--- config.mk ---
export PLATFORM = sky130hd
export DESIGN_NAME = fct_back
export DESIGN_NICKNAME = d
export VERILOG_FILES = /design/src/rtl/fct_pkg.sv /design/src/rtl/fct_back.sv
export SDC_FILE = /design/constraint.sdc
export NUM_CORES = 1
export LEC_CHECK = 0
export ABC_AREA = 0
export BUFFER_PORTS_ARGS = -buffer_cell sky130_fd_sc_hd__clkbuf_2
export CAP_MARGIN = 20
export CELL_PAD_IN_SITES_DETAIL_PLACEMENT = 0
export CELL_PAD_IN_SITES_GLOBAL_PLACEMENT = 1
export CORE_AREA = 2 2 484 486
export DETAILED_ROUTE_END_ITERATION = 8
export DIE_AREA = 0 0 486 488
export GPL_TIMING_DRIVEN = 0
export PLACE_DENSITY_LB_ADDON = 0.1
export SLEW_MARGIN = 30
export SYNTH_ARGS = -nofsm -noshare
export SYNTH_HDL_FRONTEND = slang
export SYNTH_SLANG_ARGS = --single-unit
--- constraint.sdc ---
create_clock -name i_clk -period 9.4 [get_ports i_clk]
set_clock_uncertainty 0.2 [all_clocks]
set_input_delay 1.88 -clock i_clk [delete_from_list [all_inputs] [get_ports i_clk]]
set_output_delay 1.88 -clock i_clk [all_outputs]
set_load 0.02 [all_outputs]
--- src/rtl/fct_pkg.sv ---
// Shared constants and types for the frustum culling test unit.
`timescale 1ns / 1ps
package fct_pkg;
    localparam int COORD_WIDTH_DEF  = 32;
    localparam int NORMAL_WIDTH_DEF = 16;
    localparam int EXT_W            = 31;
    localparam int NUM_PLANES       = 6;
    localparam int PIDX_W           = 3;

    localparam logic [1:0] CMD_LOAD   = 2'd0;
    localparam logic [1:0] CMD_POINT  = 2'd1;
    localparam logic [1:0] CMD_SPHERE = 2'd2;
    localparam logic [1:0] CMD_BOX    = 2'd3;

    // Control that travels with an item through the stages.
    typedef struct packed {
        logic [1:0] cmd;
    } t_ctl;
endpackage

--- src/rtl/fct_back.sv ---
// Back end: per-plane sums, sign test and the result register.
`timescale 1ns / 1ps
module fct_back #(
    parameter int TW = 52
) (
    input  logic                 i_clk,
    input  logic                 i_rst_n,
    input  logic                 i_valid,
    output logic                 o_ready,
    input  fct_pkg::t_ctl        i_ctl,
    input  logic signed [TW-1:0] i_terms [fct_pkg::NUM_PLANES][4],
    output logic                 o_valid,
    input  logic                 i_ready,
    output logic                 o_visible
);
    import fct_pkg::*;

    logic r_v;
    logic r_vis;
    logic n_vis;

    always_comb begin
        n_vis = 1'b1;
        for (int p = 0; p < NUM_PLANES; p++) begin
            logic signed [TW-1:0] s;
            s = i_terms[p][0] + i_terms[p][1] + i_terms[p][2] + i_terms[p][3];
            if (s[TW-1]) n_vis = 1'b0;
        end
        if (i_ctl.cmd == CMD_LOAD) n_vis = 1'b0;
    end

    assign o_ready   = !r_v || i_ready;
    assign o_valid   = r_v;
    assign o_visible = r_vis;

    always_ff @(posedge i_clk) begin
        if (!i_rst_n) r_v <= 1'b0;
        else if (o_ready) r_v <= i_valid;
    end
    always_ff @(posedge i_clk) begin
        if (o_ready && i_valid) r_vis <= n_vis;
    end
endmodule

==> impl_metrics.csv <==
group,metric,value,unit
worst_setup_path,cp_top_family,"adder cells",
clock_tree,cts-root-buf,"clkbuf_16",
global_route,grt_pass1_wl,195000,µm
clock_tree,h-tree-depth,1,
timing,post-route-min-period,6.44,ns
final_layout,final_area,34200,µm²
synthesis,synth_edf_count,1,
clock_tree,clkTransAtPathRegs,0.03,ns
worst_hold_path,worstHoldPathType,"reg -> reg",
final_layout,drive_gt1_frac,0.321,
placement,io_buffers,1256,
routing,vias_per_cell,2.98,
power,p_clk_frac,0.024,
placement,gp_congestion,0.815,
worst_setup_path,crit_type,"in -> reg",
synthesis,synth_fp_nets,4874,
global_route,grt_max_degree,5,
routing,postRouteWirelength,144000,µm
power,combPwrFrac,0.972,
timing,min_period_over_period,0.686,
worst_setup_path,cp_slowest_cell,"nor4_2",
routing,drt_pass1_iterations,5,
worst_setup_path,crit_cells,14,
clock_tree,cts-resized-gates,0,
clock_tree,cts_buffers,3,
run_status,status,"finished, final reports clean",
clock_tree,clock_path_buffers,2,
clock_tree,clock_latency,0.22,ns
placement,post-dp-hpwl,144000,µm
routing,remaining_drc_errors,0,
synthesis,synth.avg_cell_area,8.78,µm²
final_layout,nNetsFinal,6137,
global_route,antenna_found_initial,101,
clock_tree,cts_setup_buffers,0,
floorplanning,initial_core_util,0.103,
synthesis,ys.flop_type,"edfxtp_1",
timing,slew_headroom,0.395,
placement,postPlaceCellArea,34000,µm²
synthesis,ys_types,58,
global_route,grt_pass1_vias,24679,
timing,worst_slew_pin_slew,0.900,ns
timing,hold_viol_final,0,
final_layout,layout.cells.non_filler,7050,
synthesis,async_flop_share,0,
power,powerDensity,82.0,nW/µm²
floorplanning,die_h,488,µm
synthesis,synth_cells,2720,
worst_setup_path,crit_required,9.24,ns
worst_setup_path,cp_cell_sequence,"clkbuf_2 -> inv_1 -> fa_1 -> fa_1 -> inv_1 -> ha_1 -> nand4_1 -> nor4_2 -> o2111ai_1 -> o221ai_1 -> o21ai_0 -> xnor2_1 -> nand3_1 -> nor3_2",
timing,rsz0062_at_grt,"no",
floorplanning,die_x,486,µm
power,p_int,1.25,mW
power,power.net_switching,1.55,mW
power,switching_share,0.553,
power,peakVddDrop,0.0282,mV
worst_setup_path,slowest_delay,0.67,ns
synthesis,synth_area,23900,µm²
floorplanning,core,232000,µm²
routing,ant_nets,0,
synthesis,ys_seq_elements,2,
routing,routedWlPerCell,20.4,µm
clock_tree,numClockSinks,2,
timing,drv_slew,0,
synthesis,seq_area_frac_synth,0.00210,
global_route,grt_overflow,0,
placement,dp.cells,7021,
worst_setup_path,cp-end-kind,"flop",
clock_tree,cts_tree,"yes",
worst_hold_path,hold_depth,2,
synthesis,ys_warn_count,0,
worst_setup_path,start_kind,"input port",
timing,fin_tns_setup,0,ns
worst_setup_path,cp_max_fo,3,
worst_setup_path,crit_arrival,6.28,ns
global_route,track_usage,0.119,
routing,drt_iter0_drc,403,
floorplanning,die_area,237000,µm²
routing,num_vias,21011,
power,power_leakage,20.1,nW
final_layout,fillers,26932,
run,max-cap-violations,0,
worst_setup_path,r2r_cells,2,
floorplanning,io_pins,1257,
worst_setup_path,worst-path-buf-inv,3,
timing,fmax,0.155,GHz
power,pwr-share-seq,0.004,
timing,setup_viol,0,
floorplanning,core.rowCount,177,
clock_tree,hold_buffers,0,
final_layout,area_delta_synth_final,43.1,%
==> area by class of cell <==
type / count / area (µm²) / share of cell area
flip-flops and latches: 2 / 50.0 / 0.00146
inverters: 1317 / 4940 / 0.145
multi-input cells: 1401 / 18900 / 0.554
clock buffers: 4 / 78.8 / 0.00231
repair buffers: 1258 / 6300 / 0.184
diodes: 25 / 62.6 / 0.00183
well taps: 3043 / 3810 / 0.111
==> logic make-up after synthesis <==
kind of cell / synth area share
buffers and inverters: 0.207
xor gates and xnor gates: 0.0125
adders and majority gates: 0.662
DFF: 0.00210
AOI/OAI and AO/OA: 0.0684
muxes: 0.000943
and+or+nand+nor: 0.0471
==> final timing paths <==
check        slack [ns]                 start                 endpoint
max reg2reg        8.36  o_valid$_SDFFE_PN0N_  o_visible$_SDFFCE_PP0P_
min                0.36  o_valid$_SDFFE_PN0N_     o_valid$_SDFFE_PN0N_
min reg2reg        0.36  o_valid$_SDFFE_PN0N_     o_valid$_SDFFE_PN0N_
max                2.96          i_terms[654]  o_visible$_SDFFCE_PP0P_
==> stage by stage <==
step / setup slack [ns] / utilization / hold slack (ns) / total power, mW
6_report: 2.96 / 0.147 / 0.362 / 2.80
5_1_grt: 2.40 / 0.147 / 0.400 / 3.32
4_1_cts: 2.46 / 0.147 / 0.376 / 2.97
3_5_place_dp: 2.25 / 0.147 / 0.372 / 2.87
3_3_place_gp: 1.07 / 0.147 / 0.366 / 2.89
2_1_floorplan: 4.23 / - / 0.550 / 1.63
==> cell usage in the layout, fill, tap and decap left out, drive strengths merged, types with 8 or more instances in the layout <==
cell,Yosys,final
a211oi,13,13
a21o,38,38
a21oi,106,106
a221oi,9,9
and4,12,12
clkbuf,0,1260
diode,0,25
fa,606,606
ha,294,294
inv,1317,1317
nand2,64,64
nand3,11,11
nand4,51,51
nor2,29,29
nor3,11,11
nor4,8,8
o21ai,49,49
xnor2,28,28
==> worst reg2reg max path: cells and delay by family, from the launching register on <==
family | cells | cell delay (ns)
flip-flops | 1 | 0.31
AND/OR/NAND/NOR | 2 | 0.25
==> synth_stat cells (all sizes together) (4+ instances only) <==
cell type,n,share of area
ha,294,0.15
o221ai,4,0.0015
o211ai,5,0.0016
a21o,38,0.012
nor4,8,0.0027
nor3,11,0.0025
inv,1317,0.21
o21ai,49,0.010
o21a,4,0.0013
nor2b,5,0.0013
and4b,5,0.0021
a221oi,9,0.0038
nand4,51,0.014
nand2,64,0.010
fa,606,0.51
a21oi,106,0.022
xnor2,28,0.010
a211oi,13,0.0041
nand3,11,0.0023
and4,12,0.0044
nor2,29,0.0046
==> registers in the layout, summed over array words and instances, names as in the netlist <==
| signal | cells |
|---|---|
| o_visible | 1 |
| o_valid | 1 |
==> power by group through the flow <==
| stage | clock network (mW) | logic [mW] | registers (mW) |
|---|---|---|---|
| floorplan | 0 | 1.62 | 0.0114 |
| global placement | 0 | 2.87 | 0.0109 |
| detailed placement | 0 | 2.86 | 0.0110 |
| CTS | 0.0678 | 2.89 | 0.0109 |
| global route | 0.0695 | 3.24 | 0.0109 |
| finish | 0.0668 | 2.73 | 0.0108 |
==> per-layer routing <==
layer  global-route usage  part of all wire  wire, µm  vias up
met5                    0            0.0036       524        -
met4              0.00393            0.0039       558       82
met3               0.0352             0.072     10400      140
met2                0.224              0.52     75200      736
met1                0.139              0.40     57200     9801
li1                     -                 -         -    10252
(Power assumes the default switching activity.)
